--- config.mk ---
export PLATFORM = sky130hd
export DESIGN_NAME = gregorian_date_difference
export DESIGN_NICKNAME = d
export VERILOG_FILES = /design/src/rtl/gdd_pkg.sv /design/src/rtl/gdd_date_unit.sv /design/src/rtl/gregorian_date_difference.sv
export SDC_FILE = /design/constraint.sdc
export NUM_CORES = 2
export LEC_CHECK = 0
export BUFFER_PORTS_ARGS = -buffer_cell sky130_fd_sc_hd__buf_2
export CAP_MARGIN = 5
export CORE_ASPECT_RATIO = 0.6
export CORE_MARGIN = 3
export CORE_UTILIZATION = 55
export CTS_CLUSTER_DIAMETER = 200
export DETAILED_ROUTE_END_ITERATION = 6
export GPL_ROUTABILITY_DRIVEN = 0
export PLACE_DENSITY = 0.72
export SYNTH_ARGS = -nofsm -noshare
export SYNTH_HDL_FRONTEND = slang
export SYNTH_SLANG_ARGS = --single-unit
--- constraint.sdc ---
create_clock -name clk -period 39.7 [get_ports clk]
set_clock_uncertainty 0.05 [all_clocks]
set_input_delay 7.94 -clock clk [delete_from_list [all_inputs] [get_ports clk]]
set_output_delay 7.94 -clock clk [all_outputs]
set_load 0.02 [all_outputs]
--- src/rtl/gdd_pkg.sv ---
// Shared widths, result types and calendar helper functions for the date difference block.
package gdd_pkg;

  localparam int unsigned DAY_W   = 5;
  localparam int unsigned MON_W   = 4;
  localparam int unsigned YEAR_W  = 14;
  localparam int unsigned DIFF_W  = 23;
  localparam int unsigned WDAY_W  = 3;
  localparam int unsigned QUO_W   = 8;   // year / 100 for a 14-bit year
  localparam int unsigned REM_W   = 7;   // year % 100
  localparam int unsigned MS_W    = 9;   // days before a month start
  localparam int unsigned ZM_W    = 6;   // Zeller month term
  localparam int unsigned ZSUM_W  = 11;  // Zeller sum before mod 7
  localparam int unsigned YCMP_W  = 17;  // compare width for the year limit

  localparam int unsigned MaxYear = 9999;

  // x / 100 as (x * 5243) >> 19, exact for any 14-bit x
  localparam int unsigned Div100Mul = 5243;
  localparam int unsigned Div100Sh  = 19;
  localparam int unsigned Div100PW  = YEAR_W + 13;

  // s / 7 as (s * 2341) >> 14, exact for any 11-bit s
  localparam int unsigned Div7Mul = 2341;
  localparam int unsigned Div7Sh  = 14;
  localparam int unsigned Div7PW  = Div7Sh + ZSUM_W;

  localparam logic [MON_W-1:0] MonFeb = MON_W'(2);

  typedef struct packed {
    logic              valid;
    logic [DIFF_W-1:0] day_num;
    logic [WDAY_W-1:0] weekday;
  } date_info_t;

  function automatic logic [QUO_W-1:0] div100(input logic [YEAR_W-1:0] x);
    logic [Div100PW-1:0] prod;
    prod = Div100PW'(x) * Div100PW'(Div100Mul);
    return prod[Div100Sh +: QUO_W];
  endfunction

  function automatic logic [MS_W-1:0] month_start(input logic [MON_W-1:0] m);
    logic [MS_W-1:0] r;
    case (m)
      4'd1:    r = MS_W'(0);
      4'd2:    r = MS_W'(31);
      4'd3:    r = MS_W'(59);
      4'd4:    r = MS_W'(90);
      4'd5:    r = MS_W'(120);
      4'd6:    r = MS_W'(151);
      4'd7:    r = MS_W'(181);
      4'd8:    r = MS_W'(212);
      4'd9:    r = MS_W'(243);
      4'd10:   r = MS_W'(273);
      4'd11:   r = MS_W'(304);
      4'd12:   r = MS_W'(334);
      default: r = MS_W'(0);
    endcase
    return r;
  endfunction

  function automatic logic [DAY_W-1:0] month_len(input logic [MON_W-1:0] m);
    logic [DAY_W-1:0] r;
    case (m)
      4'd1, 4'd3, 4'd5, 4'd7, 4'd8, 4'd10, 4'd12: r = DAY_W'(31);
      4'd4, 4'd6, 4'd9, 4'd11:                    r = DAY_W'(30);
      4'd2:                                       r = DAY_W'(28);
      default:                                    r = DAY_W'(0);
    endcase
    return r;
  endfunction

  // (13 * (m + 1)) / 5 for the shifted month 3..14
  function automatic logic [ZM_W-1:0] zeller_month(input logic [MON_W-1:0] m);
    logic [ZM_W-1:0] r;
    case (m)
      4'd3:    r = ZM_W'(10);
      4'd4:    r = ZM_W'(13);
      4'd5:    r = ZM_W'(15);
      4'd6:    r = ZM_W'(18);
      4'd7:    r = ZM_W'(20);
      4'd8:    r = ZM_W'(23);
      4'd9:    r = ZM_W'(26);
      4'd10:   r = ZM_W'(28);
      4'd11:   r = ZM_W'(31);
      4'd12:   r = ZM_W'(33);
      4'd13:   r = ZM_W'(36);
      4'd14:   r = ZM_W'(39);
      default: r = ZM_W'(0);
    endcase
    return r;
  endfunction

  function automatic logic [WDAY_W-1:0] mod7(input logic [ZSUM_W-1:0] s);
    logic [Div7PW-1:0] prod;
    logic [ZSUM_W-1:0] q;
    logic [ZSUM_W-1:0] r;
    prod = Div7PW'(s) * Div7PW'(Div7Mul);
    q    = prod[Div7Sh +: ZSUM_W];
    r    = s - ZSUM_W'(q * ZSUM_W'(7));
    return r[WDAY_W-1:0];
  endfunction

endpackage

--- src/rtl/gdd_date_unit.sv ---
// Validity check, day number and Zeller weekday of one calendar date.
module gdd_date_unit (
  input  logic [gdd_pkg::DAY_W-1:0]  day,
  input  logic [gdd_pkg::MON_W-1:0]  month,
  input  logic [gdd_pkg::YEAR_W-1:0] year,
  output gdd_pkg::date_info_t        info
);

  localparam int unsigned YW = gdd_pkg::YEAR_W;
  localparam int unsigned QW = gdd_pkg::QUO_W;
  localparam int unsigned RW = gdd_pkg::REM_W;
  localparam int unsigned NW = gdd_pkg::DIFF_W;
  localparam int unsigned SW = gdd_pkg::ZSUM_W;

  logic [YW-1:0] prev_year;
  logic [QW-1:0] q_year;
  logic [QW-1:0] q_prev;
  logic [YW-1:0] rem_full;
  logic [RW-1:0] rem_year;
  logic          leap;
  logic          year_ok;
  logic          month_ok;
  logic          day_ok;
  logic [gdd_pkg::DAY_W-1:0] len;

  logic          early;
  logic [gdd_pkg::MON_W-1:0] z_month;
  logic [YW-1:0] z_year;
  logic [QW-1:0] z_cent;
  logic [YW-1:0] z_rem_full;
  logic [RW-1:0] z_rem;
  logic [SW-1:0] z_sum;

  assign prev_year = year - YW'(1);
  assign q_year    = gdd_pkg::div100(year);
  assign q_prev    = gdd_pkg::div100(prev_year);
  assign rem_full  = year - YW'(YW'(q_year) * YW'(100));
  assign rem_year  = rem_full[RW-1:0];

  // divisible by 4 and not by 100, or by 400 (century count a multiple of 4)
  assign leap = (year[1:0] == 2'd0 && rem_year != '0) ||
                (rem_year == '0 && q_year[1:0] == 2'd0);

  assign year_ok  = (year != '0) &&
                    (gdd_pkg::YCMP_W'(year) <= gdd_pkg::YCMP_W'(gdd_pkg::MaxYear));
  assign month_ok = month inside {[4'd1:4'd12]};
  assign len      = (month == gdd_pkg::MonFeb && leap) ? gdd_pkg::DAY_W'(29)
                                                       : gdd_pkg::month_len(month);
  assign day_ok   = (day != '0) && (day <= len);

  assign info.valid = year_ok && month_ok && day_ok;

  // days since the day before 1 January of year 1
  assign info.day_num = NW'(NW'(prev_year) * NW'(365))
                      + NW'(prev_year[YW-1:2])
                      - NW'(q_prev)
                      + NW'(q_prev[QW-1:2])
                      + NW'(gdd_pkg::month_start(month))
                      + NW'(month > gdd_pkg::MonFeb && leap)
                      + NW'(day);

  // January and February count as months 13 and 14 of the year before
  assign early      = month inside {[4'd0:4'd2]};
  assign z_month    = early ? month + gdd_pkg::MON_W'(12) : month;
  assign z_year     = early ? prev_year : year;
  assign z_cent     = early ? q_prev : q_year;
  assign z_rem_full = z_year - YW'(YW'(z_cent) * YW'(100));
  assign z_rem      = z_rem_full[RW-1:0];

  assign z_sum = SW'(day)
               + SW'(gdd_pkg::zeller_month(z_month))
               + SW'(z_rem)
               + SW'(z_rem[RW-1:2])
               + SW'(z_cent[QW-1:2])
               + SW'(SW'(z_cent) * SW'(5));

  assign info.weekday = gdd_pkg::mod7(z_sum);

endmodule

--- src/rtl/gregorian_date_difference.sv ---
// Top level: request register, two date units and the result register.
// A request is taken into the request register; its result and result strobe then come from the result register.
// Throughput: one request per cycle; busy is never raised and the receiver cannot stall.
// The per-date validity, day number and weekday logic sets the path between the two registers.
// Reset (rst_n low, synchronous) clears the pending request and the result strobe.
module gregorian_date_difference (
  input  logic                                clk,
  input  logic                                rst_n,
  input  logic                                start,
  output logic                                busy,
  input  logic [gdd_pkg::DAY_W-1:0]           in_start_day,
  input  logic [gdd_pkg::MON_W-1:0]           in_start_month,
  input  logic [gdd_pkg::YEAR_W-1:0]          in_start_year,
  input  logic [gdd_pkg::DAY_W-1:0]           in_end_day,
  input  logic [gdd_pkg::MON_W-1:0]           in_end_month,
  input  logic [gdd_pkg::YEAR_W-1:0]          in_end_year,
  output logic                                out_valid,
  output logic                                out_start_valid,
  output logic                                out_end_valid,
  output logic signed [gdd_pkg::DIFF_W-1:0]   out_day_difference,
  output logic [gdd_pkg::WDAY_W-1:0]          out_start_weekday
);

  logic                          req_vld_r;
  logic [gdd_pkg::DAY_W-1:0]     s_day_r;
  logic [gdd_pkg::MON_W-1:0]     s_month_r;
  logic [gdd_pkg::YEAR_W-1:0]    s_year_r;
  logic [gdd_pkg::DAY_W-1:0]     e_day_r;
  logic [gdd_pkg::MON_W-1:0]     e_month_r;
  logic [gdd_pkg::YEAR_W-1:0]    e_year_r;

  gdd_pkg::date_info_t           s_info;
  gdd_pkg::date_info_t           e_info;

  logic                          res_vld_r;
  logic                          res_s_ok_r;
  logic                          res_e_ok_r;
  logic [gdd_pkg::DIFF_W-1:0]    res_diff_r;
  logic [gdd_pkg::DIFF_W-1:0]    res_diff_nxt;
  logic [gdd_pkg::WDAY_W-1:0]    res_wday_r;
  logic [gdd_pkg::WDAY_W-1:0]    res_wday_nxt;

  assign busy = 1'b0;

  always_ff @(posedge clk) begin
    if (!rst_n) begin
      req_vld_r <= 1'b0;
    end else begin
      req_vld_r <= start;
    end
  end

  // hold the request fields until the next request
  always_ff @(posedge clk) begin
    if (start) begin
      s_day_r   <= in_start_day;
      s_month_r <= in_start_month;
      s_year_r  <= in_start_year;
      e_day_r   <= in_end_day;
      e_month_r <= in_end_month;
      e_year_r  <= in_end_year;
    end
  end

  gdd_date_unit u_start_date (
    .day   (s_day_r),
    .month (s_month_r),
    .year  (s_year_r),
    .info  (s_info)
  );

  gdd_date_unit u_end_date (
    .day   (e_day_r),
    .month (e_month_r),
    .year  (e_year_r),
    .info  (e_info)
  );

  // drop the difference unless both dates are valid, and the weekday unless the start date is
  assign res_diff_nxt = (s_info.valid && e_info.valid) ? e_info.day_num - s_info.day_num
                                                       : '0;
  assign res_wday_nxt = s_info.valid ? s_info.weekday : '0;

  always_ff @(posedge clk) begin
    if (!rst_n) begin
      res_vld_r <= 1'b0;
    end else begin
      res_vld_r <= req_vld_r;
    end
  end

  always_ff @(posedge clk) begin
    if (req_vld_r) begin
      res_s_ok_r <= s_info.valid;
      res_e_ok_r <= e_info.valid;
      res_diff_r <= res_diff_nxt;
      res_wday_r <= res_wday_nxt;
    end
  end

  assign out_valid          = res_vld_r;
  assign out_start_valid    = res_s_ok_r;
  assign out_end_valid      = res_e_ok_r;
  assign out_day_difference = $signed(res_diff_r);
  assign out_start_weekday  = res_wday_r;

endmodule

## Word level (Yosys, flattened, before mapping)

Memories as Yosys holds them, arrays and structs flattened. A register that Yosys moved wholly into a read port is not among the register bits.
Cells that the tools add are included.

- Register bits after elaboration: 76
- Latch bits: 0
- RAM bits: 0
- Memory bits (read-only): 544
- Input bits: 49
- Output and inout bits: 30
- Word-level logic and storage cells: 111
- Memories kept: 5

Memories:

| name | words | width | read ports | clocked after Yosys merged registers in | wr ports | RTL line | RTL |
|---|---|---|---|---|---|---|---|
| (no name shown) | 16 | 9 | 1 | 1 | 0 | gdd_pkg.sv:44 | `case (m)` |
| (no name shown) | 16 | 9 | 1 | 1 | 0 | gdd_pkg.sv:44 |  |
| (no name shown) | 16 | 6 | 1 | 0 | 0 | gdd_pkg.sv:76 | `case (m)` |
| (no name shown) | 16 | 5 | 1 | 1 | 0 | gdd_pkg.sv:64 | `case (m)` |
| (no name shown) | 16 | 5 | 1 | 1 | 0 | gdd_pkg.sv:64 |  |

- Add/subtract/negate cells: 25
- Multiply operators: 12
- Div/mod/pow operators: 0
- Order comparisons: 12
- Equal/unequal tests: 2
- Shifts and indexed selects: 0
- Mux-type cells: 9
- Bitwise logic cells: 0
- Reduce and logical (&&, ||, !) cells: 34

Operator list:

| cell | number |
|---|---|
| $mul 14x13->27 const B | 4 |
| $add 23x1->23 | 2 |
| $add 23x12->23 | 2 |
| $add 23x5->23 | 2 |
| $add 23x6->23 | 2 |
| $add 23x9->23 | 2 |
| $mul 14x9->23 const B | 2 |
| $sub 23x8->23 | 2 |
| $le 14x14->1 const B | 2 |
| $reduce_bool 14->1 | 2 |
| $sub 14x1->14 const B | 2 |
| $mul 8x5->5 const B | 3 |
| $mul 11x12->23 const B | 1 |
| $sub 23x23->23 | 1 |
| $sub 7x7->7 | 3 |
| $logic_and 1x1->1 | 20 |
| $mux 4 | 5 |
| $logic_not 7->1 | 2 |
| $reduce_bool 7->1 | 2 |
| $ge 4x1->1 const B | 3 |
| $add 11x11->11 | 1 |
| $add 11x5->11 | 1 |
| $add 11x6->11 | 1 |
| $add 11x7->11 | 1 |
| 16 further kinds | 26 |

## Logic depth before layout (Yosys ltp)

- Word-level depth: 12
- Gate-level depth with buffers: 68
- Gate-level depth less buffers: 68

## Cells and area by module

Synthesis repeated with hierarchy kept, for this count alone.

- Cell total of the unflattened synthesis: 3430
- Area, all modules: 33308.2 µm²

By module, submodules not included:

| module | instances | cells each | area each (µm²) | sequential area each (µm²) |
|---|---|---|---|---|
| gdd_date_unit (u_end_date) | 1 | 1562 | 14786.7 | 0.0 |
| gdd_date_unit (u_start_date) | 1 | 1567 | 14772.9 | 0.0 |
| gregorian_date_difference | 1 | 301 | 3748.6 | 2262.2 |

## Worst setup path after synthesis

OpenSTA, ideal clock, no wires.

- Path type: register -> register
- Start point: reg s_year_r[0] (netlist bit)
- End point: reg res_wday_r (netlist bit out_start_weekday[2]), data pin
- Library setup time: 0.266 ns
- Arrival: 15.695 ns
- Data required time: 39.384 ns
- Path slack: 23.689 ns
- Stages on the path, launching flop included: 64
- Buffers on the path: 0
- Period minus slack after synthesis: 16.011 ns
- Path through: edfxtp_1 > inv_1 > ha_1 > o21ai_0 > a21oi_1 > nand3_1 > xnor2_1 > inv_1 > ha_1 > fa_1 > fa_1 > fa_1 > inv_1 > fa_1 > inv_1 > ha_1 > o2111ai_1 > a21oi_1 > [28 not listed] > fa_1 > fa_1 > fa_1 > inv_1 > ha_1 > ha_1 > o21ai_0 > nand2b_1 > a31oi_1 > xnor2_1 > ha_1 > inv_1 > fa_1 > xnor2_1 > xnor2_1 > xnor2_1 > xnor2_1 > nor2_1

- Word-level cells in the longest chain between the ends: 12
- Elaborated cells on any way between the ends: 33
- Classes of those cells: 8 x add/sub; 7 x mul; 2 x order compare; 3 x mux; 13 x reduce/logical

Ends and longest elaborated chain:

| what | RTL line | RTL |
|---|---|---|
| from (decl) | gregorian_date_difference.sv:27 | `logic [gdd_pkg::YEAR_W-1:0] s_year_r;` |
| from (signal assigned) | gregorian_date_difference.sv:58 | `s_year_r <= in_start_year;` |
| $sub 14x1->14 | gdd_date_unit.sv:34 | `assign prev_year = year - YW'(1);` |
| $mul 14x13->27 | gdd_pkg.sv:38 | `prod = Div100PW'(x) * Div100PW'(Div100Mul);` |
| $mux 8 | gdd_date_unit.sv:66 | `assign z_cent = early ? q_prev : q_year;` |
| $mul 8x5->5 | gdd_date_unit.sv:67 | `assign z_rem_full = z_year - YW'(YW'(z_cent) * YW'(100));` |
| $sub 7x7->7 | gdd_date_unit.sv:67 |  |
| $add 11x7->11 | gdd_date_unit.sv:72 | `+ SW'(z_rem)` |
| $add 11x5->11 | gdd_date_unit.sv:73 | `+ SW'(z_rem[RW-1:2])` |
| $add 11x6->11 | gdd_date_unit.sv:74 | `+ SW'(z_cent[QW-1:2])` |
| $add 11x11->11 | gdd_date_unit.sv:75 | `+ SW'(SW'(z_cent) * SW'(5));` |
| $mul 11x12->23 | gdd_pkg.sv:98 | `prod = Div7PW'(s) * Div7PW'(Div7Mul);` |
| $mul 9x3->3 | gdd_pkg.sv:100 | `r = s - ZSUM_W'(q * ZSUM_W'(7));` |
| $sub 3x3->3 | gdd_pkg.sv:100 |  |
| to (signal assigned) | gregorian_date_difference.sv:97 | `res_wday_r <= res_wday_nxt;` |
| to (decl) | gregorian_date_difference.sv:40 | `logic [gdd_pkg::WDAY_W-1:0] res_wday_r;` |

Parallel ways exist; a longest one is shown, timed or not.
A chain may end at the register's enable or synchronous reset.

## Worst setup path in the final report

Same ends and word-level chain as after synthesis.

==> impl_metrics.py <==
metrics = {
    "global_routing": {
        "met3_usage": 0.0796,
        "grt.met1_usage": 0.405,
        "use_met2": 0.393,
        "grtUsageTotal": 0.271,
        "grt_busiest_layer": "met1",
        "grt_start_max_net_pins": 61,
        "antenna_found_initial": 1,
        "grt_pass1_vias": 21287,
        "gr-total-overflow": 0,
        "grt_first_pass_wirelength_mm": 117,
    },
    "sta": {
        "maxSlewHeadroom": 0.202,
        "rsz0062_at_grt": "false",
        "fin_crit_ns": 18.81,
        "hold_viol": 0,
        "max_slew.worst_pin.slew_ns": 1.19,
        "fin_setup_tns_ns": 0,
        "setup-violations-final": 0,
        "fin_ws_ns": 20.89,
        "slew_violations": 0,
        "finalCritPeriodShare": 0.474,
        "clock.fmax_mhz": 53.2,
    },
    "cts": {
        "cts_resized": 0,
        "root_buffer": "clkbuf_16",
        "path_clk_slew_ns": 0.09,
        "postCtsHoldBufs": 0,
        "cts_tree": "yes",
        "clock_sinks": 100,
        "clock_path_buffers": 2,
        "clock_latency_ns": 0.41,
        "cts_setup_buffers": 0,
        "htreeDepth": 3,
        "cts_buffers": 9,
    },
    "detailed_routing": {
        "vias_per_cell": 5.39,
        "wirelength_mm": 72.3,
        "vias": 19841,
        "wire_per_inst_um": 19.7,
        "drtIter0Drc": 1562,
        "route.detailed.drc": 0,
        "drt-pass1-iter-count": 6,
        "drtAntennaViolNets": 0,
    },
    "logic_synthesis": {
        "synth-async-reset-ratio": 0,
        "synthFlopType": "edfxtp_1",
        "ys_warn_count": 0,
        "postSynthCellCount": 2889,
        "ys_ff_latch": 100,
        "synthDistinctLibCells": 72,
        "syn-cell-area_um2": 29200,
        "synth-edff-count": 74,
        "seq_area_frac_synth": 0.0938,
        "synth_area_per_cell_um2": 10.1,
        "synth_nets": 4137,
    },
    "final_layout": {
        "multi_input_area_um2": 23200,
        "layout_commonest_cell": "inv_1",
        "final_cell_mix": "inv_1, ha_1, fa_1",
        "drive_above_1_share": 0.0436,
        "area_growth_pct": 5.60,
        "final_nets": 4228,
        "final-seq-area_um2": 2740,
        "final.fill_count": 4354,
        "n_antenna_cell": 0,
    },
    "worst_setup_path": {
        "timing.critical_path.mode_cell": "fa_1",
        "endpoint_kind": "flip-flop",
        "crit_path_top_delay_cell": "xnor2_1",
        "worstPathRequired_ns": 39.82,
        "crit_type": "reg2reg",
        "max_stage_delay_ns": 0.79,
        "worstPathArrival_ns": 18.94,
        "critPathLaunchType": "flip-flop",
        "worst-path-max-fanout": 11,
    },
    "run": {
        "cap_viol_max_count": 0,
    },
    "floorplan": {
        "start_util": 0.565,
        "num_rows": 64,
        "core_area_um2": 51700,
        "dieWidth_um": 304,
        "die_y_um": 185,
        "ios": 79,
        "die-area_um2": 56100,
    },
    "place": {
        "port_buffers": 77,
        "dp_slack_ns": 21.05,
        "detailed_place_hpwl_mm": 64.4,
    },
    "hold_path": {
        "hold_class": "reg2reg",
    },
    "run_status": {
        "outcome": "finished clean",
    },
}
-- cells in the mapped netlist, types with 9 or more instances --
cell | n | area share
o21a_1 | 17 | 0.0044
nor2_1 | 69 | 0.0089
o21ai_0 | 53 | 0.0091
mux2i_1 | 10 | 0.0034
ha_1 | 714 | 0.31
nand3_1 | 25 | 0.0043
xnor2_1 | 106 | 0.032
fa_1 | 485 | 0.33
a21o_1 | 31 | 0.0080
nor3_1 | 19 | 0.0033
nor2b_1 | 11 | 0.0024
clkbuf_1 | 11 | 0.0014
edfxtp_1 | 74 | 0.076
a21oi_1 | 81 | 0.014
nand2b_1 | 10 | 0.0021
o21bai_1 | 14 | 0.0036
nand2_1 | 88 | 0.011
xor2_1 | 33 | 0.0099
dfxtp_1 | 26 | 0.018
inv_1 | 859 | 0.11
o211ai_1 | 9 | 0.0023
a211oi_1 | 9 | 0.0023
and3_1 | 12 | 0.0026
nand4_1 | 14 | 0.0030
-- routing by layer --
| metal | vias to the layer above | wire length, um |
|---|---|---|
| met2 | 727 | 29400 |
| met3 | 76 | 7220 |
| met4 | 4 | 1080 |
| li1 | 9217 | - |
| met1 | 9817 | 34500 |
| met5 | - | 55 |
-- cells by family after synthesis --
| logic type | Yosys count | share of synthesized area |
|---|---|---|
| adders and majority gates | 1199 | 0.637 |
| buffers and inverters | 873 | 0.112 |
| and+or+nand+nor | 289 | 0.0480 |
| AOI/OAI and AO/OA | 275 | 0.0619 |
| xor gates and xnor gates | 140 | 0.0424 |
| DFF | 100 | 0.0938 |
| muxes | 12 | 0.00419 |
| other | 1 | 0.000128 |
-- area by class of cell --
cell class,count,share of cell area
Inverter,860,0.105
Tap cell,693,0.0281
Sequential cell,100,0.0889
Clock buffer,11,0.00818
Timing Repair Buffer,93,0.0163
Multi-Input combinational cell,1916,0.752
Clock inverter,5,0.00215
-- worst max-delay path: cells and delay by family (launching register included) --
kind / cells / cell delay (ns)
adders and majority gates: 22 / 8.71
AOI/OAI and AO/OA: 17 / 3.86
xor gates and xnor gates: 11 / 3.18
buffers and inverters: 9 / 1.33
DFF: 1 / 0.67
and+or+nand+nor: 3 / 0.36
muxes: 1 / 0.35
-- path summary, 6_finish.rpt --
check,slack [ns],startpoint,cells past startpoint,endpoint
worst max-delay path,20.89,s_year_r[0]$_DFFE_PP_,63,out_start_weekday[2]$_SDFFCE_PN0P_
worst min-delay path,0.75,e_month_r[3]$_DFFE_PP_,2,flip-flop
worst max register to register,20.89,s_year_r[0]$_DFFE_PP_,63,out_start_weekday[2]$_SDFFCE_PN0P_
worst min register to register,0.75,e_month_r[3]$_DFFE_PP_,2,flip-flop
-- through the flow --
stage	hold slack (ns)	util	instances	area, um^2
after detailed placement	0.753	0.591	3661	30600
final	0.749	0.597	3678	30900
after floorplan	0.637	-	2889	29200
after global placement	0.727	0.591	3661	30600
after CTS	0.761	0.597	3677	30900
after global routing	0.787	0.597	3678	30900
Power is left out: the tool's default activity adds up to more than one toggle a clock period on the data nets, which glitch-free logic cannot reach.
